<file path="config.mk">
export PLATFORM = sky130hd
export DESIGN_NAME = overlapping_frame_deframer_top_flat
export DESIGN_NICKNAME = d
export VERILOG_FILES = /design/src/design/ofd_pkg.sv /design/src/design/ofd_if.sv /design/src/design/overlapping_frame_deframer_top.sv /design/src/flat_wrapper.sv
export VERILOG_INCLUDE_DIRS = /design/src /design/src/design
export SDC_FILE = /design/constraint.sdc
export NUM_CORES = 1
export LEC_CHECK = 0
export ABC_AREA = 1
export BUFFER_PORTS_ARGS = -buffer_cell sky130_fd_sc_hd__buf_2
export CORE_UTILIZATION = 25
export DETAILED_ROUTE_END_ITERATION = 10
export PLACE_DENSITY_LB_ADDON = 0.1
export REMOVE_ABC_BUFFERS = 1
export SLEW_MARGIN = 0
export SYNTH_ARGS = -nofsm -noshare
export SYNTH_HDL_FRONTEND = slang
export SYNTH_SLANG_ARGS = --single-unit
</file>
<file path="constraint.sdc">
create_clock -name clk -period 8.5 [get_ports clk]
set_clock_uncertainty 0.15 [all_clocks]
set_input_delay 0.425 -clock clk [delete_from_list [all_inputs] [get_ports clk]]
set_output_delay 0.425 -clock clk [all_outputs]
set_load 0.01 [all_outputs]
</file>
<file path="src/design/overlapping_frame_deframer_top_assert.svh">
// ----------------------------------------------------------------------------
// Assertion macros for overlapping_frame_deframer_top
// Concurrent checks clocked on clk, with and without the reset disable.
// ----------------------------------------------------------------------------
`ifndef OVERLAPPING_FRAME_DEFRAMER_TOP_ASSERT_SVH
`define OVERLAPPING_FRAME_DEFRAMER_TOP_ASSERT_SVH

`ifndef ASSERT_OFF
// checked outside reset
`define OFD_ASSERT(lbl, prop, msg) \
  lbl: assert property (@(posedge clk) disable iff (rst) prop) else $error(msg);
// checked also while reset is high
`define OFD_ASSERT_RST(lbl, prop, msg) \
  lbl: assert property (@(posedge clk) prop) else $error(msg);
`else
`define OFD_ASSERT(lbl, prop, msg)
`define OFD_ASSERT_RST(lbl, prop, msg)
`endif

`endif

</file>
<file path="src/design/ofd_pkg.sv">
// ----------------------------------------------------------------------------
// ofd_pkg
// Types and constants of the overlapping frame deframer.
// ----------------------------------------------------------------------------
package ofd_pkg;

  localparam int CANDIDATES  = 8;
  localparam int SLOT_W      = (CANDIDATES > 1) ? $clog2(CANDIDATES) : 1;
  localparam int CNT_W       = $clog2(CANDIDATES + 1);
  localparam int BUFFER_SIZE = 1024;
  localparam int RING_W      = $clog2(BUFFER_SIZE);
  localparam int PROG_W      = 17;

  localparam logic [7:0]  RESET_HEADER_HIGH = 8'hA5;
  localparam logic [7:0]  RESET_HEADER_LOW  = 8'h5A;
  localparam logic [15:0] RESET_MAX_PAYLOAD = 16'd1024;
  localparam logic [7:0]  RESET_OWN_ADDRESS = 8'h04;

  localparam logic [RING_W-1:0] PAYLOAD_OFFSET = RING_W'(8);

  typedef enum logic [1:0] {
    REG_HEADER_HIGH = 2'd0,
    REG_HEADER_LOW  = 2'd1,
    REG_MAX_PAYLOAD = 2'd2,
    REG_OWN_ADDRESS = 2'd3
  } cfg_reg_t;

  typedef enum logic [1:0] {
    STATUS_OK      = 2'd0,
    STATUS_LEN_ERR = 2'd1,
    STATUS_SUM_ERR = 2'd2
  } status_t;

  typedef enum logic [1:0] {
    ST_IDLE,
    ST_SCAN,
    ST_FINISH
  } state_t;

  typedef struct packed {
    logic [1:0]        status;
    logic [7:0]        source_addr;
    logic [7:0]        dest_addr;
    logic              for_this_node;
    logic [15:0]       command;
    logic [15:0]       payload_len;
    logic [RING_W-1:0] frame_start;
    logic [RING_W-1:0] payload_start;
    logic [15:0]       sum_received;
    logic [15:0]       sum_computed;
    logic              last;
  } result_t;

endpackage

</file>
<file path="src/design/ofd_if.sv">
// ----------------------------------------------------------------------------
// ofd_in_if / ofd_out_if
// Valid/ready channels for received bytes and completed frame results.
// ----------------------------------------------------------------------------
interface ofd_in_if;
  logic       valid;
  logic       ready;
  logic [7:0] rx_byte;

  modport source (output valid, output rx_byte, input ready);
  modport sink   (input valid, input rx_byte, output ready);
endinterface

interface ofd_out_if;
  logic        valid;
  logic        ready;
  logic [1:0]  status;
  logic [7:0]  source_addr;
  logic [7:0]  dest_addr;
  logic        for_this_node;
  logic [15:0] command;
  logic [15:0] payload_len;
  logic [9:0]  frame_start;
  logic [9:0]  payload_start;
  logic [15:0] sum_received;
  logic [15:0] sum_computed;
  logic        last;

  modport source (output valid, output status, output source_addr, output dest_addr,
                  output for_this_node, output command, output payload_len,
                  output frame_start, output payload_start, output sum_received,
                  output sum_computed, output last, input ready);
  modport sink   (input valid, input status, input source_addr, input dest_addr,
                  input for_this_node, input command, input payload_len,
                  input frame_start, input payload_start, input sum_received,
                  input sum_computed, input last, output ready);
endinterface

</file>
<file path="src/design/overlapping_frame_deframer_top.sv">
// ----------------------------------------------------------------------------
// overlapping_frame_deframer_top
// Tracks overlapping length-prefixed frames and reports each completed one.
// ----------------------------------------------------------------------------
//  channel   dir  handshake      contents
//  rx        in   valid/ready    rx_byte
//  res       out  valid/ready    status, addresses, command, length, sum, last
//  cfg       in   cfg_we         cfg_index, cfg_wdata
//
//  a byte is accepted in the idle state, then each open candidate (up to
//  eight) passes in turn through the shared slot update unit, and a finish
//  step closes the byte; rx.ready is high only when idle
//  a full result register stalls the slot scan while a second result waits
//  synchronous reset empties the candidate list and zeroes the ring position
`include "overlapping_frame_deframer_top_assert.svh"

module overlapping_frame_deframer_top
  import ofd_pkg::*;
(
  input  logic        clk,
  input  logic        rst,
  ofd_in_if.sink      rx,
  ofd_out_if.source   res,
  input  logic        cfg_we,
  input  logic [1:0]  cfg_index,
  input  logic [15:0] cfg_wdata
);

  // configuration
  logic [7:0]  header_high;
  logic [7:0]  header_low;
  logic [15:0] max_payload;
  logic [7:0]  own_address;

  always_ff @(posedge clk) begin
    if (rst) begin
      header_high <= RESET_HEADER_HIGH;
      header_low  <= RESET_HEADER_LOW;
      max_payload <= RESET_MAX_PAYLOAD;
      own_address <= RESET_OWN_ADDRESS;
    end else if (cfg_we) begin
      unique case (cfg_reg_t'(cfg_index))
        REG_HEADER_HIGH: header_high <= cfg_wdata[7:0];
        REG_HEADER_LOW:  header_low  <= cfg_wdata[7:0];
        REG_MAX_PAYLOAD: max_payload <= cfg_wdata;
        REG_OWN_ADDRESS: own_address <= cfg_wdata[7:0];
        default: ;
      endcase
    end
  end

  // candidate slots, open ones packed at the low indexes
  logic [PROG_W-1:0] slot_progress  [CANDIDATES];
  logic [15:0]       slot_length    [CANDIDATES];
  logic [15:0]       slot_sum       [CANDIDATES];
  logic [15:0]       slot_addresses [CANDIDATES];
  logic [15:0]       slot_command   [CANDIDATES];
  logic [15:0]       slot_trailer   [CANDIDATES];
  logic [RING_W-1:0] slot_start     [CANDIDATES];

  state_t            state, state_next;
  logic [CNT_W-1:0]  count;
  logic [SLOT_W-1:0] scan_idx;
  logic [CNT_W-1:0]  wr_cnt;
  logic [RING_W-1:0] ring_position;
  logic [7:0]        cur_byte;

  logic    out_valid;
  result_t out_data;
  logic    pend_valid;
  result_t pend_data;

  // shared slot update unit
  logic [PROG_W-1:0] p;
  logic [PROG_W-1:0] len_ext;
  logic [15:0]       new_length, new_sum, new_addr, new_command, new_trailer;
  logic              keep, complete;
  result_t           cmp_res;

  always_comb begin
    p           = slot_progress[scan_idx] + PROG_W'(1);
    len_ext     = PROG_W'(slot_length[scan_idx]);
    new_length  = slot_length[scan_idx];
    new_sum     = slot_sum[scan_idx];
    new_addr    = slot_addresses[scan_idx];
    new_command = slot_command[scan_idx];
    new_trailer = slot_trailer[scan_idx];
    keep        = 1'b1;
    complete    = 1'b0;
    priority if (p == PROG_W'(2)) begin
      keep = (cur_byte == header_low);
    end else if (p == PROG_W'(3)) begin
      new_addr[15:8] = cur_byte;
    end else if (p == PROG_W'(4)) begin
      new_addr[7:0] = cur_byte;
    end else if (p == PROG_W'(5)) begin
      new_command = {cur_byte, 8'h00};
    end else if (p == PROG_W'(6)) begin
      new_command[7:0] = cur_byte;
    end else if (p == PROG_W'(7)) begin
      new_length = {cur_byte, 8'h00};
    end else if (p == PROG_W'(8)) begin
      new_length[7:0] = cur_byte;
    end else if (p <= len_ext + PROG_W'(8)) begin
      new_sum = new_sum + {8'h00, cur_byte};
    end else if (p == len_ext + PROG_W'(9)) begin
      new_trailer = {cur_byte, 8'h00};
    end else begin
      new_trailer[7:0] = cur_byte;
      complete         = 1'b1;
      keep             = 1'b0;
    end

    if (new_length > max_payload) begin
      cmp_res.status = STATUS_LEN_ERR;
    end else if (new_trailer != new_sum) begin
      cmp_res.status = STATUS_SUM_ERR;
    end else begin
      cmp_res.status = STATUS_OK;
    end
    cmp_res.source_addr   = new_addr[15:8];
    cmp_res.dest_addr     = new_addr[7:0];
    cmp_res.for_this_node = (new_addr[7:0] == own_address);
    cmp_res.command       = new_command;
    cmp_res.payload_len   = new_length;
    cmp_res.frame_start   = slot_start[scan_idx];
    cmp_res.payload_start = slot_start[scan_idx] + PAYLOAD_OFFSET;
    cmp_res.sum_received  = new_trailer;
    cmp_res.sum_computed  = new_sum;
    cmp_res.last          = 1'b0;
  end

  // sequencer control
  logic rx_accept, out_free, scan_last, scan_go, finish_go, out_load;
  logic open_new;
  result_t out_load_data;

  assign rx_accept = rx.valid && rx.ready;
  assign out_free  = !out_valid || res.ready;
  assign scan_last = ({1'b0, scan_idx} == CNT_W'(count - CNT_W'(1)));
  assign open_new  = (cur_byte == header_high) && (wr_cnt < CNT_W'(CANDIDATES));

  always_comb begin
    state_next    = state;
    rx.ready      = 1'b0;
    scan_go       = 1'b0;
    finish_go     = 1'b0;
    out_load      = 1'b0;
    out_load_data = pend_data;
    unique case (state)
      ST_IDLE: begin
        rx.ready = 1'b1;
        if (rx.valid) begin
          state_next = (count == '0) ? ST_FINISH : ST_SCAN;
        end
      end
      ST_SCAN: begin
        // a second completion needs the older one moved out first
        scan_go = !(complete && pend_valid && !out_free);
        if (scan_go && complete && pend_valid) begin
          out_load = 1'b1;
        end
        if (scan_go && scan_last) begin
          state_next = ST_FINISH;
        end
      end
      ST_FINISH: begin
        finish_go = !pend_valid || out_free;
        if (pend_valid && out_free) begin
          out_load           = 1'b1;
          out_load_data.last = 1'b1;
        end
        if (finish_go) begin
          state_next = ST_IDLE;
        end
      end
      default: state_next = ST_IDLE;
    endcase
  end

  always_ff @(posedge clk) begin
    if (rst) begin
      state <= ST_IDLE;
    end else begin
      state <= state_next;
    end
  end

  always_ff @(posedge clk) begin
    if (rst) begin
      count         <= '0;
      scan_idx      <= '0;
      wr_cnt        <= '0;
      ring_position <= '0;
      out_valid     <= 1'b0;
      pend_valid    <= 1'b0;
    end else begin
      out_valid <= out_load || (out_valid && !res.ready);
      if (rx_accept) begin
        scan_idx <= '0;
        wr_cnt   <= '0;
      end
      if (scan_go) begin
        scan_idx <= scan_idx + SLOT_W'(1);
        if (keep) begin
          wr_cnt <= wr_cnt + CNT_W'(1);
        end
        if (complete) begin
          pend_valid <= 1'b1;
        end
      end
      if (finish_go) begin
        pend_valid    <= 1'b0;
        ring_position <= ring_position + RING_W'(1);
        count         <= open_new ? wr_cnt + CNT_W'(1) : wr_cnt;
      end
    end
  end

  // payload registers
  always_ff @(posedge clk) begin
    if (rx_accept) begin
      cur_byte <= rx.rx_byte;
    end
    if (out_load) begin
      out_data <= out_load_data;
    end
    if (scan_go && complete) begin
      pend_data <= cmp_res;
    end
    if (scan_go && keep) begin
      slot_progress[wr_cnt[SLOT_W-1:0]]  <= p;
      slot_length[wr_cnt[SLOT_W-1:0]]    <= new_length;
      slot_sum[wr_cnt[SLOT_W-1:0]]       <= new_sum;
      slot_addresses[wr_cnt[SLOT_W-1:0]] <= new_addr;
      slot_command[wr_cnt[SLOT_W-1:0]]   <= new_command;
      slot_trailer[wr_cnt[SLOT_W-1:0]]   <= new_trailer;
      slot_start[wr_cnt[SLOT_W-1:0]]     <= slot_start[scan_idx];
    end
    if (finish_go && open_new) begin
      slot_progress[wr_cnt[SLOT_W-1:0]] <= PROG_W'(1);
      slot_length[wr_cnt[SLOT_W-1:0]]   <= '0;
      slot_sum[wr_cnt[SLOT_W-1:0]]      <= '0;
      slot_start[wr_cnt[SLOT_W-1:0]]    <= ring_position;
    end
  end

  assign res.valid         = out_valid;
  assign res.status        = out_data.status;
  assign res.source_addr   = out_data.source_addr;
  assign res.dest_addr     = out_data.dest_addr;
  assign res.for_this_node = out_data.for_this_node;
  assign res.command       = out_data.command;
  assign res.payload_len   = out_data.payload_len;
  assign res.frame_start   = out_data.frame_start;
  assign res.payload_start = out_data.payload_start;
  assign res.sum_received  = out_data.sum_received;
  assign res.sum_computed  = out_data.sum_computed;
  assign res.last          = out_data.last;

  `OFD_ASSERT(a_count_bound, count <= CNT_W'(CANDIDATES), "open candidate count overflow")
  `OFD_ASSERT(a_compact_order, (state == ST_SCAN) |-> (wr_cnt <= {1'b0, scan_idx}), "slot write passes read")
  `OFD_ASSERT(a_ring_step, finish_go |=> (ring_position == $past(ring_position) + RING_W'(1)), "ring position skipped")
  `OFD_ASSERT_RST(a_reset_state, rst |=> (state == ST_IDLE && count == '0 && !out_valid), "reset left state")

endmodule
</file>
<file path="src/flat_wrapper.sv">
// flat-port wrapper written by rule: the top's interface ports become plain ports
module overlapping_frame_deframer_top_flat import ofd_pkg::*;
  (clk, rst, cfg_we, cfg_index, cfg_wdata, rx_valid, rx_rx_byte, rx_ready, res_valid, res_status, res_source_addr, res_dest_addr, res_for_this_node, res_command, res_payload_len, res_frame_start, res_payload_start, res_sum_received, res_sum_computed, res_last, res_ready);
  ofd_in_if rx_i ();
  ofd_out_if res_i ();
  input  logic clk;
  input  logic rst;
  input  logic cfg_we;
  input  logic [1:0] cfg_index;
  input  logic [15:0] cfg_wdata;
  input wire logic [$bits(rx_i.valid)-1:0] rx_valid;
  input wire logic [$bits(rx_i.rx_byte)-1:0] rx_rx_byte;
  output wire logic [$bits(rx_i.ready)-1:0] rx_ready;
  output wire logic [$bits(res_i.valid)-1:0] res_valid;
  output wire logic [$bits(res_i.status)-1:0] res_status;
  output wire logic [$bits(res_i.source_addr)-1:0] res_source_addr;
  output wire logic [$bits(res_i.dest_addr)-1:0] res_dest_addr;
  output wire logic [$bits(res_i.for_this_node)-1:0] res_for_this_node;
  output wire logic [$bits(res_i.command)-1:0] res_command;
  output wire logic [$bits(res_i.payload_len)-1:0] res_payload_len;
  output wire logic [$bits(res_i.frame_start)-1:0] res_frame_start;
  output wire logic [$bits(res_i.payload_start)-1:0] res_payload_start;
  output wire logic [$bits(res_i.sum_received)-1:0] res_sum_received;
  output wire logic [$bits(res_i.sum_computed)-1:0] res_sum_computed;
  output wire logic [$bits(res_i.last)-1:0] res_last;
  input wire logic [$bits(res_i.ready)-1:0] res_ready;
  assign rx_i.valid = rx_valid;
  assign rx_i.rx_byte = rx_rx_byte;
  assign rx_ready = rx_i.ready;
  assign res_valid = res_i.valid;
  assign res_status = res_i.status;
  assign res_source_addr = res_i.source_addr;
  assign res_dest_addr = res_i.dest_addr;
  assign res_for_this_node = res_i.for_this_node;
  assign res_command = res_i.command;
  assign res_payload_len = res_i.payload_len;
  assign res_frame_start = res_i.frame_start;
  assign res_payload_start = res_i.payload_start;
  assign res_sum_received = res_i.sum_received;
  assign res_sum_computed = res_i.sum_computed;
  assign res_last = res_i.last;
  assign res_i.ready = res_ready;
  overlapping_frame_deframer_top u_core (.clk(clk), .rst(rst), .rx(rx_i), .res(res_i), .cfg_we(cfg_we), .cfg_index(cfg_index), .cfg_wdata(cfg_wdata));
endmodule
</file>
### After elaboration in Yosys (flattened, before gate mapping)

Memory sizes are Yosys's and may differ from the RTL's. A register that Yosys moved wholly into a read port is not among the register bits.
Index checks and enable logic that the tools add are counted.

* flip-flop bits (word level): 280
* bits in writable memories: 856
* output and inout bits: 106
* logic and storage cells: 202
* memories kept: 7

Memory list
* u_core.slot_progress: words 8, bits a word 17, rd ports 1, clocked after Yosys merged registers in 1, wr ports 1, line overlapping_frame_deframer_top.sv:53 `logic [PROG_W-1:0] slot_progress [CANDIDATES];`
* u_core.slot_addresses: words 8, bits a word 16, rd ports 1, clocked after Yosys merged registers in 1, wr ports 1, line overlapping_frame_deframer_top.sv:56 `logic [15:0] slot_addresses [CANDIDATES];`
* u_core.slot_command: words 8, bits a word 16, rd ports 1, clocked after Yosys merged registers in 1, wr ports 1, line overlapping_frame_deframer_top.sv:57 `logic [15:0] slot_command [CANDIDATES];`
* u_core.slot_length: words 8, bits a word 16, rd ports 1, clocked after Yosys merged registers in 1, wr ports 1, line overlapping_frame_deframer_top.sv:54 `logic [15:0] slot_length [CANDIDATES];`
* u_core.slot_sum: words 8, bits a word 16, rd ports 1, clocked after Yosys merged registers in 1, wr ports 1, line overlapping_frame_deframer_top.sv:55 `logic [15:0] slot_sum [CANDIDATES];`
* u_core.slot_trailer: words 8, bits a word 16, rd ports 1, clocked after Yosys merged registers in 1, wr ports 1, line overlapping_frame_deframer_top.sv:58 `logic [15:0] slot_trailer [CANDIDATES];`
* 1 more memories

* $add $sub $neg: 9
* $lt $le $gt $ge: 3
* equal/unequal tests: 21
* multiplexer cells: 94
* bitwise logic cells: 4
* reductions and logical operators: 31

Operators with widths (count)
* 16-bit 2-to-1 mux: 27
* 8-bit 2-to-1 mux: 11
* 17-bit by 3-bit == test with 1-bit output, second input constant: 4
* 3-bit 2-to-1 mux: 16
* 16-bit by 4-bit adder with 17-bit output, second input constant: 2
* 17-bit by 2-bit == test with 1-bit output, second input constant: 2
* 1-bit 2-to-1 mux: 27
* 8-bit == test: 3
* 17-bit by 1-bit adder with 17-bit output, second input constant: 1
* 17-bit == test: 1
* 17-bit by 4-bit == test with 1-bit output, second input constant: 1
* 17-bit <= comparator: 1
* 17-bit 2-to-1 mux: 1
* 16-bit by 8-bit adder with 16-bit output: 1
* 16-bit > comparator: 1
* 4-bit 2-to-1 mux: 4
* 16-bit inequality test: 1
* 1-bit logical AND: 12
* 10-bit by 1-bit adder with 10-bit output, second input constant: 1
* 10-bit by 4-bit adder with 10-bit output, second input constant: 1
* 10-bit 2-to-1 mux: 1
* 2-bit 2-to-1 mux: 5
* 2-bit AND reduction: 5
* 2-bit == test, second input constant: 3
* 18 further kinds: 30

### Depth between registers and ports, before layout

Gate-level depths: netlist of the first run.

* depth in word-level cells: 19
* mapped depth: 40

### Worst setup path after synthesis of the first run

OpenSTA, ideal clock, no wires.

* path kind: register -> register
* start: register (tool-made name)
* end: memory u_core.slot_length[0][0], enable pin
* library setup time: 0.476 ns
* arrival: 6.164 ns
* setup slack: 1.710 ns
* stages on the path, launching flop included: 32
* path through: dfxtp_1 buf_6 inv_4 buf_6 buf_6 nand2_1 nand3_1 nand2_1 nand2_1 nand2_2 ha_1 nand2_1 nor2_2 nand2_1 inv_1 nand3_1 nand2_4 inv_1 ha_1 nand2_1 nor2_1 nand4_1 nor4_1 nand4_1 inv_1 a21oi_4 nand3_2 buf_4 o22ai_2 nor2_4 o21ai_1 nor2_1

RTL lines (line)
* end, declared: overlapping_frame_deframer_top.sv:54

==> impl_metrics.env, run 1 <==
export IMPL_outcome="finished, final reports clean"
export IMPL_track_usage_pct=16.2
export IMPL_core_area_sq_um=193000
export IMPL_avgSynthCellArea_sq_um=11.1
export IMPL_clk_latency_ns=0.79
export IMPL_numCtsBuffers=140
export IMPL_cts_sink_count=1133
export IMPL_yosysUniqueCellTypes=56
export IMPL_io_buffers=136
export IMPL_async_flop_share_pct=0
export IMPL_cpPeakStageDelay_ns=0.64
export IMPL_drv_cap=0
export IMPL_dieArea_sq_um=196000
export IMPL_grt_start_max_net_pins=152
export IMPL_hold_slack_ns=0.208
export IMPL_design_area_sq_um=57500
export IMPL_cts_path_max_buffers=3
export IMPL_netlist_area_sq_um=48600
export IMPL_synth_edf_count=1065
export IMPL_worst_setup_path_start_kind="register"
export IMPL_slew_headroom_pct=7.58
export IMPL_ant_nets=0
export IMPL_via_count=32732
export IMPL_syn_inst=4388
export IMPL_fp_dieH_um=443
export IMPL_grt_pass1_wl_mm=234
export IMPL_drt_iter0_markers=2241
export IMPL_hp_class="in2reg"
export IMPL_dpl_cell_area_sq_um=52700
export IMPL_route_detailed_drc=0
export IMPL_start_util_pct=25.2
export IMPL_leakage_uw=0.0212
export IMPL_crit_type="reg2reg"
export IMPL_fmax_mhz=148
export IMPL_cp_max_fo=68
export IMPL_grt_setup_unrepaired="no"
export IMPL_vias_per_cell=4.51
export IMPL_post_cts_repair_setup_buffers=0
export IMPL_die_w_um=443
export IMPL_grt_pass1_vias=32753
export IMPL_setup_tns_ns=0
export IMPL_netlist_top_cells_count="1065 x edfxtp_1, 885 x nand2_1, 574 x nor2_1"
export IMPL_drive_above_1_share_pct=11.7
export IMPL_synth_area_leader_cell="edfxtp_1"
export IMPL_htree_levels=4
export IMPL_synth_most_common_cell="edfxtp_1"
export IMPL_place_gp_congestion=0.858
export IMPL_synth_top_area_share_pct=65.7
export IMPL_core_rowCount=161
export IMPL_fin_crit_ns=6.76
export IMPL_clockRootBuffer="clkbuf_16"
export IMPL_critPathArrivalTime_ns=7.13
export IMPL_crit_top_cell="nand2_1"
export IMPL_syn_to_final_growth_pct=18.3
export IMPL_ios=137
export IMPL_synth_seq_cells=1133
export IMPL_crit_required_ns=8.87
export IMPL_placedCellCount=6949
export IMPL_hold_viol_final=0
export IMPL_cp_end_kind="register"
export IMPL_wl_mm=161
export IMPL_grt_overflow=0
export IMPL_power_density_nw_per_um2=274
export IMPL_cpMaxStageDelayCell="o21ai_1"
export IMPL_antenna_found_initial=6
export IMPL_num_fill_cells=19946
export IMPL_finalCritPeriodShare_pct=79.5
export IMPL_setup_viol=0
export IMPL_slew_viol_final=0
export IMPL_preCtsSetupSlack_ns=1.66
export IMPL_wl_per_cell_um=22.2
export IMPL_synth_ff_type="edfxtp_1"
export IMPL_worst_slack_ns=1.74
export IMPL_ys_warn_count=0
export IMPL_irDropWorstVdd_mv=0.149
export IMPL_dp_hpwl_mm=101
export IMPL_cts_tree="built"
export IMPL_tightest_slew_ns=1.37
export IMPL_clk_pin_slew_ns=0.06
export IMPL_yosysSeqAreaShare_pct=68.5
export IMPL_nNetsFinal=4692
export IMPL_firstDrtPassIters=5
export IMPL_yosys_top_cells_area="edfxtp_1 66%, nand2_1 6.8%, o21ai_0 4.6%"
export IMPL_finalNonFillerCells=7253
==> final timing paths <==
path / from / to / slack [ns] / cells past startpoint
max reg2reg: register / u_core.slot_length[4][12] / 1.74 / 28
max: register / u_core.slot_length[4][12] / 1.74 / 28
min reg2reg: u_core.out_load_data[100] / u_core.res.source_addr[6] / 0.27 / 0
min: rx_rx_byte[4] / u_core.cur_byte[4] / 0.21 / 2
==> area by class of cell <==
class	instances	area (sq um)	area share (%)
sequential	1133	33400	58.0
clock inverter	67	639	1.11
clock buffer	187	3740	6.50
antenna	11	27.5	0.0478
tap	2526	3160	5.49
timing repair buffer	282	2150	3.74
multi-input combinational	2656	13000	22.5
inverter	391	1500	2.61
==> layout by cell type (no fill, tap or decap), types with 8 or more instances in the layout <==
master and count:
edfxtp_1 1065, nand2_1 885, nor2_1 557, o21ai_0 446
inv_1 362, nand3_1 205, clkbuf_16 142, buf_2 136
o22ai_1 95, buf_4 85, a21oi_1 78, dfxtp_1 65
ha_1 56, nand4_1 44, clkbuf_1 43, o221ai_1 39
dlygate4sd3_1 39, xor2_1 38, clkinv_1 26, nand2_2 23
nor2_4 22, buf_12 22, inv_2 21, nor2_2 20
nor3_1 16, o21ai_1 14, clkinv_2 14, o211ai_1 13
xnor2_1 12, diode_2 11, a211oi_1 10, clkinv_8 9
a31oi_1 9, inv_6 8, nand3_2 8
==> cells by family after synthesis <==
family	Yosys count	share of synthesized area, %
AOI/OAI and AO/OA	740	8.61
xor gates and xnor gates	50	0.900
buffers and inverters	599	5.09
adders and majority gates	57	1.48
DFF	1133	68.5
and+or+nand+nor	1809	15.4
==> stage by stage <==
stage	power [uW]	util, %
2_1_floorplan	8850	-
3_3_place_gp	10200	27.3
3_5_place_dp	10200	27.3
4_1_cts	16000	29.8
5_1_grt	16600	29.8
6_report	15800	29.8
==> state kept, by name, summed over array words and instances (netlist names), 10 cells and up, named ones only <==
name and count:
u_core.res.sum_received 16, u_core.slot_start 80, u_core.slot_trailer 128, u_core.slot_progress 136, u_core.slot_length 128, u_core.out_load_data 100, u_core.res.payload_len 16, u_core.res.command 16
u_core.slot_sum 128, u_core.slot_command 128, u_core.res.sum_computed 16, u_core.max_payload 16, u_core.ring_position 10, u_core.slot_addresses 128, u_core.res.payload_start 10
==> report_power, final <==
| part | internal, uW | switching [uW] |
|---|---|---|
| Combinational | 777 | 2450 |
| Sequential | 6700 | 77.4 |
| Clock | 3330 | 2450 |
| Total | 10800 | 4980 |
==> layer usage <==
layer,vias to the layer above,global-route usage (%),part of all wire [%]
li1,15695,-,-
met1,16328,21.7,46
met2,528,27.0,48
met3,181,2.13,2.9
met4,0,5.61,2.5
met5,-,0,0
==> repair_timing <==
action,in CTS,in global routing
hold buffers,39,0
gates resized for setup,0,0
endpoints found under the hold margin,63,0
==> worst max-delay path: cells and delay by family, from the launching register on <==
family	cells	cell delay (ns)
compound gates	3	1.27
flops	1	0.46
fa+ha+maj	1	0.29
simple gates	20	2.83
buf+inv	4	1.37
Note: power is estimated with default switching activity, not from simulation.
==> run 2, diff against run 1 <==
--- a/config.mk
+++ b/config.mk
@@ -6,7 +6,7 @@
 export SDC_FILE = /design/constraint.sdc
 export NUM_CORES = 1
 export LEC_CHECK = 0
-export ABC_AREA = 1
+export ABC_AREA = 0
 export BUFFER_PORTS_ARGS = -buffer_cell sky130_fd_sc_hd__buf_2
 export CORE_UTILIZATION = 25
 export DETAILED_ROUTE_END_ITERATION = 10
==> constraint.sdc (replaced) <==
create_clock -name clk -period 6.25 [get_ports clk]
set_clock_uncertainty 0.15 [all_clocks]
set_input_delay 0.3125 -clock clk [delete_from_list [all_inputs] [get_ports clk]]
set_output_delay 0.3125 -clock clk [all_outputs]
set_load 0.01 [all_outputs]
==> impl_metrics.env, run 2 <==
export IMPL_outcome="finished, final reports clean"
export IMPL_synth_xor_area_share_pct=1.95
export IMPL_busiest_layer="met2"
export IMPL_fin_crit_ns=6.07
export IMPL_clk_latency_ns=0.80
export IMPL_grt_pass1_wl_mm=195
export IMPL_syn_inst=2537
export IMPL_route_detailed_drc=0
export IMPL_grt_overflow=0
export IMPL_drt_iter0_markers=1446
export IMPL_syn_to_final_growth_pct=25.6
export IMPL_antenna_found_initial=5
export IMPL_synth_seq_cells=1133
export IMPL_synth_fa_ha_area_share_pct=1.58
export IMPL_async_flop_share_pct=0
export IMPL_grt_pass1_vias=26977
export IMPL_synth_mux_area_share_pct=14.1
export IMPL_hp_class="in2reg"
export IMPL_dp_hpwl_mm=90.3
export IMPL_die_w_um=432
export IMPL_largest_reg_flops=136
export IMPL_hold_viol_final=0
export IMPL_via_count=25069
export IMPL_clk_pin_slew_ns=0.06
export IMPL_crit_chain="buf_12 > mux4_2 > mux2i_1 > or4_4 > or3_4 > or4_4 > buf_4 > and2_2 > ha_4 > nand4_1 > or4_1 > a221o_1 > o311a_4 > a21bo_2 > nor4_1 > buf_4 > xnor2_1 > xor2_1 > nor3_1 > a31oi_1"
export IMPL_regToRegSetupSlack_ns=0.18
export IMPL_ios=137
export IMPL_htree_levels=4
export IMPL_wl_mm=136
export IMPL_cts_sink_count=1133
export IMPL_netlist_area_sq_um=46300
export IMPL_power_density_nw_per_um2=352
export IMPL_fmax_mhz=165
export IMPL_grt_setup_unrepaired="yes"
export IMPL_clockRootBuffer="clkbuf_16"
export IMPL_track_usage_pct=14.6
export IMPL_fp_dieH_um=432
export IMPL_dieArea_sq_um=187000
export IMPL_yosysUniqueCellTypes=82
export IMPL_io_buffers=136
export IMPL_synth_most_common_cell="edfxtp_1"
export IMPL_met1_usage_pct=18.5
export IMPL_grt_start_max_net_pins=70
export IMPL_drv_cap=0
export IMPL_preCtsSetupSlack_ns=-0.0995
export IMPL_grt_use_met2_pct=25.5
export IMPL_avgSynthCellArea_sq_um=18.2
export IMPL_crit_type="reg2reg"
export IMPL_critPathArrivalTime_ns=6.43
export IMPL_vias_per_cell=4.42
export IMPL_ys_warn_count=0
export IMPL_cp_max_fo=14
export IMPL_synth_top_area_share_pct=69.1
export IMPL_cpMaxStageDelayCell="or4_4"
export IMPL_start_util_pct=25.2
export IMPL_synth_top_family_by_area="multiplexers"
export IMPL_ant_nets=0
export IMPL_slew_viol_final=0
export IMPL_numCtsBuffers=136
export IMPL_hold_path_startpoint="rx_rx_byte[4]"
export IMPL_worst_slack_ns=0.185
export IMPL_synth_compound_area_share_pct=2.98
export IMPL_wl_per_cell_um=23.9
export IMPL_yosysSeqAreaShare_pct=72.1
export IMPL_cpPeakStageDelay_ns=0.56
export IMPL_worst_setup_path_start_kind="register"
export IMPL_cts_tree="built"
export IMPL_core_rowCount=157
export IMPL_core_area_sq_um=183000
export IMPL_drive_above_1_share_pct=31.9
export IMPL_netlist_top_cells_count="1065 x edfxtp_1, 209 x mux4_2, 131 x nor2_1"
export IMPL_cp_end_kind="register"
export IMPL_final_common_cell="edfxtp_1"
export IMPL_nNetsFinal=3185
export IMPL_synth_area_leader_cell="edfxtp_1"
export IMPL_synth_ff_type="edfxtp_1"
export IMPL_tightest_slew_ns=1.20
export IMPL_cts_path_max_buffers=3
export IMPL_finalCritPeriodShare_pct=97.0
export IMPL_firstDrtPassIters=5
export IMPL_irDropWorstVdd_mv=0.216
export IMPL_setup_tns_ns=0
export IMPL_leakage_uw=0.0188
export IMPL_yosys_area_share_simple_pct=5.48
export IMPL_place_gp_congestion=0.801
export IMPL_yosys_top_cells_area="edfxtp_1 69%, mux4_2 10%, dfxtp_1 2.9%"
export IMPL_synth_edf_count=1065
export IMPL_grtUsageMet3_pct=2.43
export IMPL_crit_required_ns=6.61
export IMPL_setup_viol=0
export IMPL_final_cell_mix="1065 x edfxtp_1, 261 x buf_4, 210 x mux4_2, 141 x clkbuf_16, 136 x buf_2"
export IMPL_slew_headroom_pct=19.0
[run 2: cell count changes after synthesis, sizes merged, moves of 31 or more]
cell,delta
buf,-31
clkbuf,-70
inv,-324
mux2,+55
mux2i,+98
mux4,+214
nand2,-795
nand3,-176
nor2,-467
o21ai,-422
o221ai,-38
o22ai,-95
xnor2,+51
[run 2: kinds of logic (layout without fill, tap and decap cells)]
| logic type | count (synthesis) | count (layout) |
|---|---|---|
| XOR/XNOR | 99 | 99 |
| AO/OA/AOI/OAI | 211 | 211 |
| other | 0 | 2 |
| AND/OR/NAND/NOR | 498 | 498 |
| buffers and inverters | 171 | 842 |
| flip-flops | 1133 | 1133 |
| multiplexers | 367 | 367 |
| adder cells (fa/ha/maj) | 58 | 58 |
[run 2: power by group]
group / internal [uW] / switching (uW)
registers: 8980 / 124
logic: 1480 / 2180
clock network: 4430 / 3250
total: 14900 / 5550
[run 2: per-stage QoR]
stage	area (sq um)	hold slack (ns)	cells	power (uW)	utilization (%)
2_1_floorplan	45700	0.232	2430	11400	-
3_3_place_gp	52900	0.255	5359	12900	28.8
3_5_place_dp	52900	0.255	5359	12900	28.8
4_1_cts	57800	0.0125	5658	20700	31.5
5_1_grt	58100	0.0507	5673	21300	31.7
6_report	58100	0.0899	5674	20400	31.7
[run 2: path summary, 6_finish.rpt]
kind,endpoint,cells past startpoint
worst max-delay path,u_core.out_load_data[103],20
worst min-delay path,u_core.cur_byte[4],2
worst max register to register,u_core.out_load_data[103],20
worst min register to register,u_core.res.sum_computed[0],0
[run 2: area by class of cell]
class | instances | area [sq um]
diodes | 2 | 5.00
fillers | 17815 | 125000
flip-flops and latches | 1133 | 33400
clock buffers | 175 | 3610
repair buffers | 529 | 4730
clock inverters | 74 | 748
well taps | 2464 | 3080
multi-input cells | 1233 | 12400
inverters | 64 | 240
[run 2: critical path: cells and delay by family (launching register included)]
family,cells,cell delay [ns]
simple gates,8,2.76
compound gates,4,0.83
buf+inv,3,0.52
mux,2,0.44
xor+xnor,2,0.44
flops,1,0.39
fa+ha+maj,1,0.27
[run 2: repair_timing]
action	in CTS	in global routing
cloned	0	3
hold endpoints to repair	62	0
buffers inserted	3	11
resized for setup	11	27
pin swaps	2	8
endpoints found under the setup margin	276	773
hold buffers	47	0
[run 2: routing by layer]
metal	share of wire [%]	wire length [um]
met1	44	59300
met2	51	69500
met3	2.9	3980
met4	2.2	2930
met5	0	0
